## src/nearest_seed_region_labeler_defines.svh

```systemverilog
// Assertion macros used by the labeler top module.
`ifndef NEAREST_SEED_REGION_LABELER_DEFINES_SVH
`define NEAREST_SEED_REGION_LABELER_DEFINES_SVH

// Same-cycle implication, checked outside reset.
`define NSRL_ASSERT_NOW(label, clk, rst_n, ante, cons) \
    label: assert property (@(posedge clk) disable iff (!rst_n) (ante) |-> (cons)) \
        else $error("nsrl same-cycle check failed");

// Next-cycle implication, checked outside reset.
`define NSRL_ASSERT_NEXT(label, clk, rst_n, ante, cons) \
    label: assert property (@(posedge clk) disable iff (!rst_n) (ante) |=> (cons)) \
        else $error("nsrl next-cycle check failed");

`endif

```

## src/nsrl_pkg.sv

```systemverilog
`default_nettype none

package nsrl_pkg;

    // Default sizing of the seed chain.
    localparam int NUM_SEEDS_DEF  = 16;
    localparam int COORD_BITS_DEF = 8;

    // Fixed field widths.
    localparam int MAP_W      = 8;
    localparam int COUNT_W    = 5;
    localparam int SLOT_W     = 4;
    localparam int REGION_W   = 4;
    localparam int LIMIT_W    = 2 * MAP_W + 1;
    localparam int APB_ADDR_W = 4;
    localparam int APB_DATA_W = 32;

    // Register reset values.
    localparam logic [MAP_W-1:0]   MAP_WIDTH_RESET  = 8'd160;
    localparam logic [MAP_W-1:0]   MAP_HEIGHT_RESET = 8'd90;
    localparam logic [COUNT_W-1:0] SEED_COUNT_RESET = 5'd16;
    localparam logic [LIMIT_W-1:0] LIMIT_RESET      = LIMIT_W'(160 * 160 + 90 * 90);

    // Register indexes (word address on the APB port).
    typedef enum logic [1:0] {
        REG_MAP_WIDTH  = 2'd0,
        REG_MAP_HEIGHT = 2'd1,
        REG_SEED_COUNT = 2'd2
    } reg_index_t;

    // Item operation codes.
    typedef enum logic {
        OP_LOAD  = 1'b0,
        OP_LABEL = 1'b1
    } op_t;

    // Control part of an item as it travels down the chain.
    typedef struct packed {
        logic                valid;
        logic                load;
        logic [SLOT_W-1:0]   slot;
        logic [REGION_W-1:0] region;
        logic                found;
    } ctl_t;

endpackage

`default_nettype wire

```

## src/nsrl_cell.sv

```systemverilog
`default_nettype none

module nsrl_cell #(
    parameter int CELL_INDEX = 0,
    parameter int COORD_BITS = nsrl_pkg::COORD_BITS_DEF,
    parameter int DIST_W     = nsrl_pkg::LIMIT_W
) (
    input  wire logic                          clk,
    input  wire logic                          rst_n,
    input  wire logic                          advance,
    input  wire logic [nsrl_pkg::COUNT_W-1:0]  seed_count,
    input  wire nsrl_pkg::ctl_t                ctl_in,
    input  wire logic [COORD_BITS-1:0]         x_in,
    input  wire logic [COORD_BITS-1:0]         y_in,
    input  wire logic [DIST_W-1:0]             best_in,
    output nsrl_pkg::ctl_t                     ctl_out,
    output logic      [COORD_BITS-1:0]         x_out,
    output logic      [COORD_BITS-1:0]         y_out,
    output logic      [DIST_W-1:0]             best_out
);

    logic [COORD_BITS-1:0]   seed_x_reg;
    logic [COORD_BITS-1:0]   seed_y_reg;
    nsrl_pkg::ctl_t          ctl_reg;
    nsrl_pkg::ctl_t          ctl_next;
    logic [COORD_BITS-1:0]   x_reg;
    logic [COORD_BITS-1:0]   y_reg;
    logic [DIST_W-1:0]       best_reg;
    logic [DIST_W-1:0]       best_next;
    logic [COORD_BITS-1:0]   dx;
    logic [COORD_BITS-1:0]   dy;
    logic [2*COORD_BITS-1:0] dx_sq;
    logic [2*COORD_BITS-1:0] dy_sq;
    logic [2*COORD_BITS:0]   dist_sq;
    logic                    slot_hit;
    logic                    active;
    logic                    closer;

    assign slot_hit = (32'(ctl_in.slot) == CELL_INDEX);
    assign active   = (32'(seed_count) > CELL_INDEX);

    // This cell's seed is written when a load item for its slot passes by.
    always_ff @(posedge clk)
    begin
        if (advance && ctl_in.valid && ctl_in.load && slot_hit)
        begin
            seed_x_reg <= x_in;
            seed_y_reg <= y_in;
        end
    end

    // Squared distance from the passing pixel to this cell's seed.
    assign dx      = (x_in >= seed_x_reg) ? (x_in - seed_x_reg) : (seed_x_reg - x_in);
    assign dy      = (y_in >= seed_y_reg) ? (y_in - seed_y_reg) : (seed_y_reg - y_in);
    assign dx_sq   = {{COORD_BITS{1'b0}}, dx} * {{COORD_BITS{1'b0}}, dx};
    assign dy_sq   = {{COORD_BITS{1'b0}}, dy} * {{COORD_BITS{1'b0}}, dy};
    assign dist_sq = {1'b0, dx_sq} + {1'b0, dy_sq};

    // Strictly closer seeds win, so the lowest index keeps a tie.
    always_comb
    begin
        closer    = ctl_in.valid && !ctl_in.load && active && (DIST_W'(dist_sq) < best_in);
        ctl_next  = ctl_in;
        best_next = best_in;
        if (closer)
        begin
            ctl_next.region = nsrl_pkg::REGION_W'(CELL_INDEX);
            ctl_next.found  = 1'b1;
            best_next       = DIST_W'(dist_sq);
        end
    end

    // Hand the item on to the next cell.
    always_ff @(posedge clk or negedge rst_n)
    begin
        if (!rst_n)
        begin
            ctl_reg <= '0;
        end
        else if (advance)
        begin
            ctl_reg <= ctl_next;
        end
    end

    always_ff @(posedge clk)
    begin
        if (advance)
        begin
            x_reg    <= x_in;
            y_reg    <= y_in;
            best_reg <= best_next;
        end
    end

    assign ctl_out  = ctl_reg;
    assign x_out    = x_reg;
    assign y_out    = y_reg;
    assign best_out = best_reg;

endmodule

`default_nettype wire

```

## config.mk

```make
export PLATFORM = sky130hd
export DESIGN_NAME = nsrl_cell
export DESIGN_NICKNAME = d
export VERILOG_FILES = /design/src/nearest_seed_region_labeler_defines.svh /design/src/nsrl_pkg.sv /design/src/nsrl_cell.sv
export SDC_FILE = /design/constraint.sdc
export NUM_CORES = 1
export LEC_CHECK = 0
export ABC_CLOCK_PERIOD_IN_PS = 10700
export BUFFER_PORTS_ARGS = -buffer_cell sky130_fd_sc_hd__clkbuf_2
export CORE_UTILIZATION = 30
export CTS_BUF_LIST = sky130_fd_sc_hd__clkbuf_8
export DETAILED_ROUTE_END_ITERATION = 10
export PLACE_DENSITY = 0.51
export SLEW_MARGIN = 20
export SYNTH_ARGS = -nofsm -noshare
export SYNTH_HDL_FRONTEND = slang
export SYNTH_SLANG_ARGS = --single-unit
```

## constraint.sdc

```tcl
create_clock -name clk -period 10.7 [get_ports clk]
set_input_delay 2.675 -clock clk [delete_from_list [all_inputs] [get_ports clk]]
set_output_delay 2.675 -clock clk [all_outputs]
set_load 0.01 [all_outputs]
```

* Yosys cells after proc, flatten, opt, wreduce, memory -nomap -nowiden *
Cells that the tools add are included.

storage, ports and cells
  bits of input ports = 52
  bits in registers = 60

cells by class
  multiply operators = 2
  magnitude comparators = 4
  muxes and demuxes = 4
  reductions and logical operators = 8
  add/subtract/negate cells = 5

operators with widths
  cell                                                                  count
  8-bit by 8-bit multiplier with 16-bit output                          2
  8-bit subtractor                                                      4
  16-bit by 16-bit adder with 17-bit output                             1
  17-bit less-than comparator                                           1
  17-bit two-way mux                                                    1
  8-bit greater-or-equal comparator                                     2
  8-bit two-way mux                                                     2
  1-bit logical AND                                                     6
  5-bit by 1-bit > comparator with 1-bit output, second input constant  1
  5-bit two-way mux                                                     1
  4-bit zero test                                                       1
  1-bit zero test                                                       1

* Longest topological paths before layout *
  word-level depth = 7
  mapped depth = 37
  mapped depth without buffers = 36

* Worst setup path before layout *
No wires, ideal clock.

  path type = input port to flip-flop
  start point = input port x_in[0]
  end point = register best_reg[0], in the netlist best_out[0], data pin
  arrival = 10.881 ns
  path slack = -0.441 ns
  path buffers = 1
  stages on the path = 32
  cell sequence = inv_1 -> ha_1 -> inv_1 -> fa_1 -> a21o_2 -> a211o_1 -> a221oi_4 -> mux2i_1 -> xor2_1 -> nand2_1 -> fa_1 -> fa_1 -> inv_1 -> fa_1 -> fa_1 -> fa_1 -> inv_1 -> fa_1 -> inv_1 -> ha_1 -> o21a_1 -> o21ai_0 -> a22oi_1 -> a21o_1 -> a21oi_1 -> xnor2_1 -> ha_1 -> nand4_1 -> o211a_1 -> nand2_1 -> clkbuf_1 -> mux2_2

between the ends
  word-level cells in the longest chain between the ends = 7
  elaborated cells between the ends (all ways) = 9

RTL lines
  element                                                                       line             text
  start: declaration                                                            nsrl_cell.sv:13  input wire logic [COORD_BITS-1:0] x_in,
  8-bit subtractor / 8-bit greater-or-equal comparator (equally long branches)  nsrl_cell.sv:53  assign dx = (x_in >= seed_x_reg) ? (x_in - seed_x_reg) : (seed_x_reg - x_in);
  8-bit two-way mux *                                                           nsrl_cell.sv:53
  8-bit by 8-bit multiplier with 16-bit output *                                nsrl_cell.sv:55  assign dx_sq = {{COORD_BITS{1'b0}}, dx} * {{COORD_BITS{1'b0}}, dx};
  16-bit by 16-bit adder with 17-bit output *                                   nsrl_cell.sv:57  assign dist_sq = {1'b0, dx_sq} + {1'b0, dy_sq};
  17-bit less-than comparator                                                   nsrl_cell.sv:62  closer = ctl_in.valid && !ctl_in.load && active && (DIST_W'(dist_sq) < best_in);
  1-bit logical AND                                                             nsrl_cell.sv:62
  17-bit two-way mux *                                                          nsrl_cell.sv:65  if (closer)
  net best_next[0]                                                              nsrl_cell.sv:29  logic [DIST_W-1:0] best_next;
  end signal: assignment                                                        nsrl_cell.sv:92  best_reg <= best_next;
  end: declaration                                                              nsrl_cell.sv:28  logic [DIST_W-1:0] best_reg;

Mark *: on every way through the listed nets, which the timed path passes. The rest lies on a longest branch.
A chain may end at the register's enable or synchronous reset.

* Worst setup path in the final report *
  start point = input port x_in[0]
  end point = register best_reg[5], in the netlist best_out[5], data pin

The elaborated chain is that of the path after synthesis.

==> qor.yml <==
dp.cells: 1270
syn-num-nets: 976
port_buffers: 95
synthArstFlopShare: 0.183
wl_per_cell_um: 12.5
grt.busiest_layer: "met2"
synthTopCellsByArea: "fa_1 22%, edfxtp_1 20%, ha_1 17%, inv_1 9.0%, dfrtp_1 3.7%"
dp_hpwl_mm: 13.7
die_x_um: 159
yosysTopAreaCell: "fa_1"
grt_pass1_wl_mm: 27.8
hold_viol: 0
die_y_um: 159
synth_cell_types: 52
drc: 0
clockBufferDepth: 2
drtPass1Iterations: 4
grt_max_degree: 51
hold_path.class: "reg -> reg"
cp.required_ps: 10820
placed_area_mm2: 0.00922
antenna_found_initial: 0
path_max_fanout: 8
cp-end-kind: "flip-flop"
grt_use_met2: 0.230
skew_ps: 19.2
yosysMostFrequentCell: "inv_1"
synthCells: 744
area_growth_pct: 33.9
synth_top_area_share: 0.217
cap_viol_max_count: 0
clock_latency_ps: 380
core_mm2: 0.0242
post-route-min-period_ps: 10660
grt_pass1_vias: 5806
yosysSeqAreaShare: 0.237
synth_ff_type: "edfxtp_1"
crit_path_start_kind: "input pin"
instances_no_fill: 1307
critPathSlowestCell: "fa_1"
cts.reportedPaths.clkPinSlew_ps: 90
overflow: 0
cp_common_cell: "fa_1"
tightestPinTransition_ps: 902
cts_htree_levels: 3
die_area_mm2: 0.0252
netlist_area_mm2: 0.00738
io_pins: 96
outcome: "completed"
postSynthAreaPerCell_um2: 9.92
netlist_top_cells_count: "177 x inv_1, 100 x ha_1, 80 x fa_1"
placementRows: 57
rsz0062_at_grt: "true"
cts.sinks: 60
use_met1: 0.184
cts_tree: "yes"
cts_inserted_buffers: 9
drt_wl_total_mm: 16.4
gp_congestion: 0.859
slew_headroom: 0.398
grtUsageMet3: 0.0209
initial_utilization: 0.304
crit_type: "in -> reg"
slew_violations: 0
num_antenna_cells: 0
routed_via_density: 4.34
drt_iter0_drc: 185
max_freq_mhz: 93.8
yosys_warnings: 0
grt_use_total: 0.138
ant_nets: 0
layout-drive-gt1-share: 0.352
finalInstanceArea_mm2: 0.00989
ys_ff_latch: 60
critPathArrivalTime_ps: 10790
cpPeakStageDelay_ps: 550
setup_viol: 0
synth_edf_count: 49
root_buffer: "clkbuf_8"
fin_crit_sh: 0.997
nNetsFinal: 1210
largest_reg_flops: 17
via_count: 5672
## cells in the final DEF, fill, tap and decap left out, types with 5 or more instances in the layout
master    count
o21ai_0       9
a31o_2        5
inv_1       167
nand2_1      16
a21o_1       16
ha_1         95
a21oi_1      37
nor2_1       59
buf_4       130
ha_4          5
inv_2        10
dfrtp_1      11
xor2_1        6
xnor2_1      11
clkbuf_2     94
clkbuf_8      9
mux2_2       19
o21a_1        8
nand2b_1     11
nor2b_1      10
fa_1         76
or2_2         6
xnor2_2       5
mux2i_1       7
buf_6         9
edfxtp_1     49
## final timing paths
check / slack [ps] / from / endpoint / depth (start not counted)
setup / recovery: 40 / x_in[0] / best_out[5] / 37
hold / removal: 510 / ctl_out[5] / ctl_out[5] / 1
setup reg to reg: 2080 / seed_x_reg[0] / best_out[5] / 35
hold reg to reg: 510 / ctl_out[5] / ctl_out[5] / 1
max in group asynchronous: 8300 / rst_n / ctl_out[0] / 1
min in group asynchronous: 2160 / rst_n / ctl_out[3] / 1
## cell type report
type / instances / area, um2
timing repair buffer: 236 / 1620
tap: 324 / 405
sequential: 60 / 1750
inverter: 179 / 677
clock buffer: 9 / 124
multi-input combinational: 492 / 5250
fill: 2492 / 14400
clock inverter: 7 / 73.8
## worst max-delay path, delay by kind of cell
| kind | cells | cell delay (ps) |
|---|---|---|
| AND/OR/NAND/NOR | 6 | 650 |
| AO/OA/AOI/OAI | 6 | 1360 |
| multiplexers | 2 | 650 |
| buffers and inverters | 11 | 1030 |
| adder cells (fa/ha/maj) | 10 | 4030 |
| XOR/XNOR | 2 | 380 |
## layer usage
metal,wire (um),up-vias
li1,-,2886
met1,7740,2728
met2,8130,50
met3,354,8
met4,158,0
met5,0,-
## logic make-up (layout without fill, tap and decap cells)
family | Yosys count | count (layout) | synth area share
buffers and inverters | 192 | 431 | 0.100
muxes | 34 | 34 | 0.0498
and+or+nand+nor | 137 | 137 | 0.0881
AOI/OAI and AO/OA | 114 | 114 | 0.104
adders and majority gates | 180 | 180 | 0.386
xor gates and xnor gates | 27 | 27 | 0.0351
DFF | 60 | 60 | 0.237
## what timing repair did
item | 4_1_cts | 5_1_grt
endpoints found under the setup margin | 20 | 22
hold buffers | 0 | 0
pin swaps | 10 | 32
cloned | 1 | 0
gates resized for setup | 15 | 55
setup buffers | 10 | 12
## per-stage QoR
stage	setup WS (ps)	setup TNS, ps	hold slack, ps	util
finish	35.7	0	511	0.408
global route	-286	-5420	537	0.408
CTS	-10.2	-28.3	516	0.396
detailed placement	-586	-11540	495	0.380
global placement	-578	-11380	490	0.380
floorplan	41.0	0	551	-
Power is left out: the tool's default activity adds up to more than one toggle a clock period on the data nets, which glitch-free logic cannot reach.
