===== config.mk =====
export PLATFORM = sky130hd
export DESIGN_NAME = nsrl_cfg
export DESIGN_NICKNAME = d
export VERILOG_FILES = /design/src/nearest_seed_region_labeler_defines.svh /design/src/nsrl_pkg.sv /design/src/nsrl_cfg.sv
export SDC_FILE = /design/constraint.sdc
export NUM_CORES = 1
export LEC_CHECK = 0
export ABC_AREA = 1
export BUFFER_PORTS_ARGS = -buffer_cell sky130_fd_sc_hd__buf_4
export CAP_MARGIN = 20
export CORE_ASPECT_RATIO = 0.8
export CORE_MARGIN = 4
export CORE_UTILIZATION = 27
export CTS_CLUSTER_DIAMETER = 50
export CTS_CLUSTER_SIZE = 25
export DETAILED_ROUTE_END_ITERATION = 10
export GPL_TIMING_DRIVEN = 0
export SYNTH_ARGS = -nofsm -noshare
export SYNTH_HDL_FRONTEND = slang
export SYNTH_SLANG_ARGS = --single-unit

===== constraint.sdc =====
create_clock -name clk -period 5.9 [get_ports clk]
set_input_delay 0.59 -clock clk [delete_from_list [all_inputs] [get_ports clk]]
set_output_delay 0.59 -clock clk [all_outputs]
set_load 0.005 [all_outputs]

===== src/nearest_seed_region_labeler_defines.svh =====
// Assertion macros used by the labeler top module.
`ifndef NEAREST_SEED_REGION_LABELER_DEFINES_SVH
`define NEAREST_SEED_REGION_LABELER_DEFINES_SVH

// Same-cycle implication, checked outside reset.
`define NSRL_ASSERT_NOW(label, clk, rst_n, ante, cons) \
    label: assert property (@(posedge clk) disable iff (!rst_n) (ante) |-> (cons)) \
        else $error("nsrl same-cycle check failed");

// Next-cycle implication, checked outside reset.
`define NSRL_ASSERT_NEXT(label, clk, rst_n, ante, cons) \
    label: assert property (@(posedge clk) disable iff (!rst_n) (ante) |=> (cons)) \
        else $error("nsrl next-cycle check failed");

`endif


===== src/nsrl_pkg.sv =====
`default_nettype none

package nsrl_pkg;

    // Default sizing of the seed chain.
    localparam int NUM_SEEDS_DEF  = 16;
    localparam int COORD_BITS_DEF = 8;

    // Fixed field widths.
    localparam int MAP_W      = 8;
    localparam int COUNT_W    = 5;
    localparam int SLOT_W     = 4;
    localparam int REGION_W   = 4;
    localparam int LIMIT_W    = 2 * MAP_W + 1;
    localparam int APB_ADDR_W = 4;
    localparam int APB_DATA_W = 32;

    // Register reset values.
    localparam logic [MAP_W-1:0]   MAP_WIDTH_RESET  = 8'd160;
    localparam logic [MAP_W-1:0]   MAP_HEIGHT_RESET = 8'd90;
    localparam logic [COUNT_W-1:0] SEED_COUNT_RESET = 5'd16;
    localparam logic [LIMIT_W-1:0] LIMIT_RESET      = LIMIT_W'(160 * 160 + 90 * 90);

    // Register indexes (word address on the APB port).
    typedef enum logic [1:0] {
        REG_MAP_WIDTH  = 2'd0,
        REG_MAP_HEIGHT = 2'd1,
        REG_SEED_COUNT = 2'd2
    } reg_index_t;

    // Item operation codes.
    typedef enum logic {
        OP_LOAD  = 1'b0,
        OP_LABEL = 1'b1
    } op_t;

    // Control part of an item as it travels down the chain.
    typedef struct packed {
        logic                valid;
        logic                load;
        logic [SLOT_W-1:0]   slot;
        logic [REGION_W-1:0] region;
        logic                found;
    } ctl_t;

endpackage

`default_nettype wire


===== src/nsrl_cfg.sv =====
`default_nettype none

module nsrl_cfg (
    input  wire logic                              clk,
    input  wire logic                              rst_n,
    input  wire logic                              psel,
    input  wire logic                              penable,
    input  wire logic                              pwrite,
    input  wire logic [nsrl_pkg::APB_ADDR_W-1:0]   paddr,
    input  wire logic [nsrl_pkg::APB_DATA_W-1:0]   pwdata,
    output logic      [nsrl_pkg::APB_DATA_W-1:0]   prdata,
    output logic                                   pready,
    output logic      [nsrl_pkg::COUNT_W-1:0]      seed_count,
    output logic      [nsrl_pkg::LIMIT_W-1:0]      limit
);

    logic [nsrl_pkg::MAP_W-1:0]   map_width_reg;
    logic [nsrl_pkg::MAP_W-1:0]   map_height_reg;
    logic [nsrl_pkg::COUNT_W-1:0] seed_count_reg;
    logic [nsrl_pkg::LIMIT_W-1:0] limit_reg;
    logic [nsrl_pkg::LIMIT_W-1:0] limit_next;
    logic [2*nsrl_pkg::MAP_W-1:0] width_sq;
    logic [2*nsrl_pkg::MAP_W-1:0] height_sq;
    nsrl_pkg::reg_index_t         reg_sel;
    logic                         write_en;

    assign pready   = 1'b1;
    assign reg_sel  = nsrl_pkg::reg_index_t'(paddr[3:2]);
    assign write_en = psel && penable && pwrite && pready;

    // Register writes; addresses past the list are ignored.
    always_ff @(posedge clk or negedge rst_n)
    begin
        if (!rst_n)
        begin
            map_width_reg  <= nsrl_pkg::MAP_WIDTH_RESET;
            map_height_reg <= nsrl_pkg::MAP_HEIGHT_RESET;
            seed_count_reg <= nsrl_pkg::SEED_COUNT_RESET;
        end
        else if (write_en)
        begin
            case (reg_sel)
                nsrl_pkg::REG_MAP_WIDTH:  map_width_reg  <= pwdata[nsrl_pkg::MAP_W-1:0];
                nsrl_pkg::REG_MAP_HEIGHT: map_height_reg <= pwdata[nsrl_pkg::MAP_W-1:0];
                nsrl_pkg::REG_SEED_COUNT: seed_count_reg <= pwdata[nsrl_pkg::COUNT_W-1:0];
                default:                  ;
            endcase
        end
    end

    // Read-back mux.
    always_comb
    begin
        prdata = '0;
        case (reg_sel)
            nsrl_pkg::REG_MAP_WIDTH:  prdata = nsrl_pkg::APB_DATA_W'(map_width_reg);
            nsrl_pkg::REG_MAP_HEIGHT: prdata = nsrl_pkg::APB_DATA_W'(map_height_reg);
            nsrl_pkg::REG_SEED_COUNT: prdata = nsrl_pkg::APB_DATA_W'(seed_count_reg);
            default:                  prdata = '0;
        endcase
    end

    // The squared diagonal is kept in a register so the first cell sees it directly.
    assign width_sq   = {{nsrl_pkg::MAP_W{1'b0}}, map_width_reg}
                      * {{nsrl_pkg::MAP_W{1'b0}}, map_width_reg};
    assign height_sq  = {{nsrl_pkg::MAP_W{1'b0}}, map_height_reg}
                      * {{nsrl_pkg::MAP_W{1'b0}}, map_height_reg};
    assign limit_next = {1'b0, width_sq} + {1'b0, height_sq};

    always_ff @(posedge clk or negedge rst_n)
    begin
        if (!rst_n)
        begin
            limit_reg <= nsrl_pkg::LIMIT_RESET;
        end
        else
        begin
            limit_reg <= limit_next;
        end
    end

    assign seed_count = seed_count_reg;
    assign limit      = limit_reg;

endmodule

`default_nettype wire


-- Yosys cells after proc, flatten, opt, wreduce, memory -nomap -nowiden
Cells that the tools add are included.
- output and inout port bits: 55
- bits in registers: 38
- equality and inequality tests: 2
- add/subtract/negate cells: 1
- multipliers: 2
- reduce and logical (&&, ||, !) cells: 6
- muxes and demuxes: 1
- operators with widths (operator ; number):
    $mul 8x8->16 ; 2
    $pmux 8 s3 ; 1
    $add 16x16->17 ; 1
    $reduce_and 2->1 ; 3
    $eq 2x1->1 const B ; 1
    $eq 2x2->1 const B ; 1
    $logic_and 1x1->1 ; 2
    $logic_not 2->1 ; 1

-- Longest topological paths before layout
- depth in word-level cells: 3
- gate-level depth with buffers: 24
- depth with buffers taken out: 23

-- Worst setup path before layout
No wires, ideal clock.
- path kind: reg2reg
- start: reg map_width_reg[5] in the netlist's numbering
- end: reg limit_reg (netlist bit limit[16])
- stages on the path, launching flop included: 21
- period minus slack after synthesis: 5035 ps
- path slack: 865 ps
- setup time: 116 ps
- arrival time: 4919 ps
- required time: 5784 ps
- path buffers: 1
- cell sequence: dfstp_2 -> clkbuf_1 -> nand2_1 -> fa_1 -> fa_1 -> inv_1 -> fa_1 -> fa_1 -> fa_1 -> inv_1 -> fa_1 -> inv_1 -> ha_1 -> nand2_1 -> clkinv_1 -> nand3_1 -> nand2_1 -> nand2_1 -> nand2_1 -> nand2_1 -> nand2_1
- longest elaborated chain between the ends: 2
- RTL lines (element ; RTL line ; text):
    start, declared ; nsrl_cfg.sv:17 ; logic [nsrl_pkg::MAP_W-1:0] map_width_reg;
    start signal, assigned ; nsrl_cfg.sv:36 ; map_width_reg <= nsrl_pkg::MAP_WIDTH_RESET;
    start signal, assigned ; nsrl_cfg.sv:43 ; nsrl_pkg::REG_MAP_WIDTH: map_width_reg <= pwdata[nsrl_pkg::MAP_W-1:0];
    $mul 8x8->16 ; nsrl_cfg.sv:65 ; * {{nsrl_pkg::MAP_W{1'b0}}, map_width_reg};
    $add 16x16->17 ; nsrl_cfg.sv:68 ; assign limit_next = {1'b0, width_sq} + {1'b0, height_sq};
    via limit_next, one bit ; nsrl_cfg.sv:21 ; logic [nsrl_pkg::LIMIT_W-1:0] limit_next;
    end signal, assigned ; nsrl_cfg.sv:74 ; limit_reg <= nsrl_pkg::LIMIT_RESET;
    end signal, assigned ; nsrl_cfg.sv:78 ; limit_reg <= limit_next;
    end, declared ; nsrl_cfg.sv:20 ; logic [nsrl_pkg::LIMIT_W-1:0] limit_reg;
The timed path passes the listed nets, and every way through them passes these cells.
A chain may end at the register's enable or synchronous reset.

-- Worst setup path in the final report
Ends and elaborated chain as after synthesis.

==> reports/metrics.csv <==
stage,metric,value,unit
floorplanning,row count,45,
setup_path,Critical Path End Type,flop,
grt,first-pass GRT wire length,18900,um
min_path,worst min-delay path class,input pin to async pin,
clocking,CTS resizes,0,
timing,period utilization,94.8,%
place,DPL Wire Length,9870,um
setup_path,WP data required,6.08,ns
floorplanning,Die Height,133,um
detailed_routing,DRC violations left,0,
grt,grt ovf,0,
synthesis,yosys warns,0,
detailed_routing,drt pass-1 iters,5,
power_and_ir_drop,clock network power share,8.5,%
layout,# diodes,0,
setup_path,Worst Path Buf+Inv,5,
timing,Max Clk Rate,179,MHz
setup_path,WS Path Type,flop to flop,
synthesis,Yosys top cell area share,28.9,%
detailed_routing,DR iter-0 viols,267,
power_and_ir_drop,total power,3640,uW
clocking,clk sinks,38,
power_and_ir_drop,Comb power frac,79.5,%
synthesis,Synth Cell Area,0.00527,mm2
clocking,CTS tree,built,
floorplanning,Die ar.,0.0218,mm2
grt,initial antenna violation count,0,
clocking,Setup Buffers After CTS,0,
synthesis,leading area contributor after synthesis,fa_1,
layout,"most common cell after layout, fill and taps aside",inv_1,
floorplanning,initial cell density of the core,27.6,%
timing,relative slew slack,60.9,%
power_and_ir_drop,sw power,1890,uW
job,Max-cap violations,0,
power_and_ir_drop,LEAKAGE,0.00361,uW
layout,max reg flops,17,
floorplanning,Die W,164,um
detailed_routing,Via Count,3967,
layout,"non-filler cells, final",971,
detailed_routing,final wirelength,11400,um
timing,fin. max-slew vios,0,
floorplanning,io pins,96,
detailed_routing,vias per cell,4.09,
setup_path,Worst EP arrival,5.77,ns
synthesis,largest cells by area after synthesis,"fa_1, ha_1, inv_1, dfrtp_1, nand2_1",
timing,Hold Slack,0.274,ns
setup_path,worst r2r src,map_width_reg[5],
timing,unrepaired setup endpoints after global routing,false,
synthesis,sequential share of the synthesized area,18.4,%
clocking,clock slew at reported path FFs,0.06,ns
clocking,CTS Buf Count,5,
power_and_ir_drop,Sw Ratio,51.9,%
setup_path,critical-path maximum fanout,9,
clocking,worst skew pair latency,0.29,ns
run_status,outcome,finished clean,
detailed_routing,wire length per cell,11.8,um
detailed_routing,Routed Antenna Nets,0,
clocking,H-tree levels,2,
setup_path,ordered cell list for the critical path,clkbuf_1 -> nand2_1 -> fa_1 -> fa_1 -> inv_1 -> fa_1 -> fa_1 -> fa_1 -> inv_1 -> fa_1 -> inv_1 -> ha_1 -> nand2_1 -> clkinv_1 -> nand3_1 -> nand2_1 -> nand2_1 -> nand2_1 -> nand2_1 -> nand2_1,
power_and_ir_drop,Max IR drop VDD,0.000344,V
clocking,Bufs on Longest Clock Path,2,
clocking,Root Driver,clkbuf_16,
setup_path,worst reg2reg endpoint,limit[16],
timing,Setup-failing EPs final,0,
setup_path,Startpoint Class,flop,
timing,worst-margin pin slew,0.587,ns
setup_path,CP Launch Point,map_width_reg[5],
setup_path,cell mode on critical path,nand2_1,
layout,most frequent cells in the layout,"inv_1, nand2_1, fa_1",
power_and_ir_drop,Pint,1750,uW
layout,synth-to-layout area growth,17.2,%
place,port bufs,44,
setup_path,reg2reg path depth,20,
layout,fill count,2015,
timing,Sum Neg Setup Slack,0,ns
synthesis,Mapped Cells,638,
power_and_ir_drop,sequential power share,12.0,%
setup_path,family with the most delay on the worst path,adder cells,
layout,layout cells sized above 1,14.3,%
clocking,CTS Hold Buffers Added,0,
grt,vias in the first global route,3736,
power_and_ir_drop,Pwr per Cell Area,591,mW/mm2
place,gpl congestion,0.871,
floorplanning,Core ar.,0.0191,mm2
setup_path,crit-path max cell delay,0.54,ns
grt,GRT Util Overall,10.8,%
grt,largest net degree at the start of global routing,39,
timing,minimum clock period,5.59,ns
layout,layout net count,887,
synthesis,Avg Inst Size Synth,8.25,um2
timing,Hold Fails Final Rpt,0,
place,dpl cells,963,
synthesis,post-synth cell types,31,
synthesis,register bit count reported by yosys,38,
setup_path,reg2reg setup slack,0.31,ns
timing,clock skew,0.00326,ns
setup_path,Worst path slowest cell,fa_1,
[routing by layer]
metal | share of wire, % | global-route usage [%] | vias up
met2 | 43 | 15.5 | 81
li1 | - | - | 1956
met4 | 0.53 | 1.54 | 0
met3 | 4.7 | 2.02 | 7
met5 | 0 | 0 | -
met1 | 52 | 17.2 | 1923
[power groups by stage]
| stage | clock, uW | combinational, uW | sequential (uW) |
|---|---|---|---|
| after floorplan | 0 | 2250 | 445 |
| after global routing | 330 | 3410 | 448 |
| final | 310 | 2900 | 439 |
| after detailed placement | 0 | 2890 | 444 |
| after CTS | 321 | 2930 | 440 |
| after global placement | 0 | 2880 | 443 |
[layout make-up]
| cell class | count | area, um2 | area share [%] |
|---|---|---|---|
| timing repair buffer | 44 | 330 | 5.35 |
| buffer | 44 | 273 | 4.42 |
| tap | 258 | 323 | 5.23 |
| inverter | 173 | 649 | 10.5 |
| clock buffer | 7 | 133 | 2.15 |
| multi-input combinational | 406 | 3460 | 56.2 |
| sequential | 38 | 967 | 15.7 |
| clock inverter | 1 | 30.0 | 0.487 |
[per-stage QoR]
stage	utilization [%]	setup WS (ns)	instance area (um2)
after CTS	32.3	0.314	6170
final	32.3	0.306	6170
after detailed placement	31.5	0.344	6010
after global routing	32.3	0.0323	6170
after global placement	31.5	0.339	6010
after floorplan	-	0.865	5350
[worst max-delay path by stage]
stage | to | cells past startpoint
5_1_grt | limit[16] | 20
3_5_place_dp | limit[16] | 20
4_1_cts | limit[16] | 20
2_1_floorplan | limit[16] | 20
6_report | limit[16] | 20
3_3_place_gp | limit[16] | 20
[synth_stat cells (all sizes together)]
cell type,count
nand3,14
o21bai,2
o221ai,2
o211ai,2
dfstp,13
dfrtp,25
o21ai,26
xor2,9
nor2,23
inv,172
clkinv,1
ha,58
xnor2,6
and3,1
o22ai,1
a21oi,10
conb,2
nand2,145
nand4,3
fa,76
or2,2
clkbuf,16
nor3,1
buf,28
[worst reg2reg max path, cell delays in order, from the launching register on]
cell      delay (ns)
dfstp_2         0.51
clkbuf_1        0.39
nand2_1         0.21
fa_1            0.50
fa_1            0.54
inv_1           0.05
fa_1            0.47
fa_1            0.53
fa_1            0.54
inv_1           0.05
fa_1            0.53
inv_1           0.04
ha_1            0.35
nand2_1         0.14
clkinv_1        0.08
nand3_1         0.09
nand2_1         0.15
nand2_1         0.13
nand2_1         0.06
nand2_1         0.06
nand2_1         0.05
[cells by family after synthesis]
group           synth area share (%)
compound gates                  4.44
xor+xnor                        2.49
fa+ha+maj                       42.7
buf+inv                         17.5
flops                           18.4
other cells                    0.143
simple gates                    14.4
No activity file was read; power rests on OpenSTA's default activity.
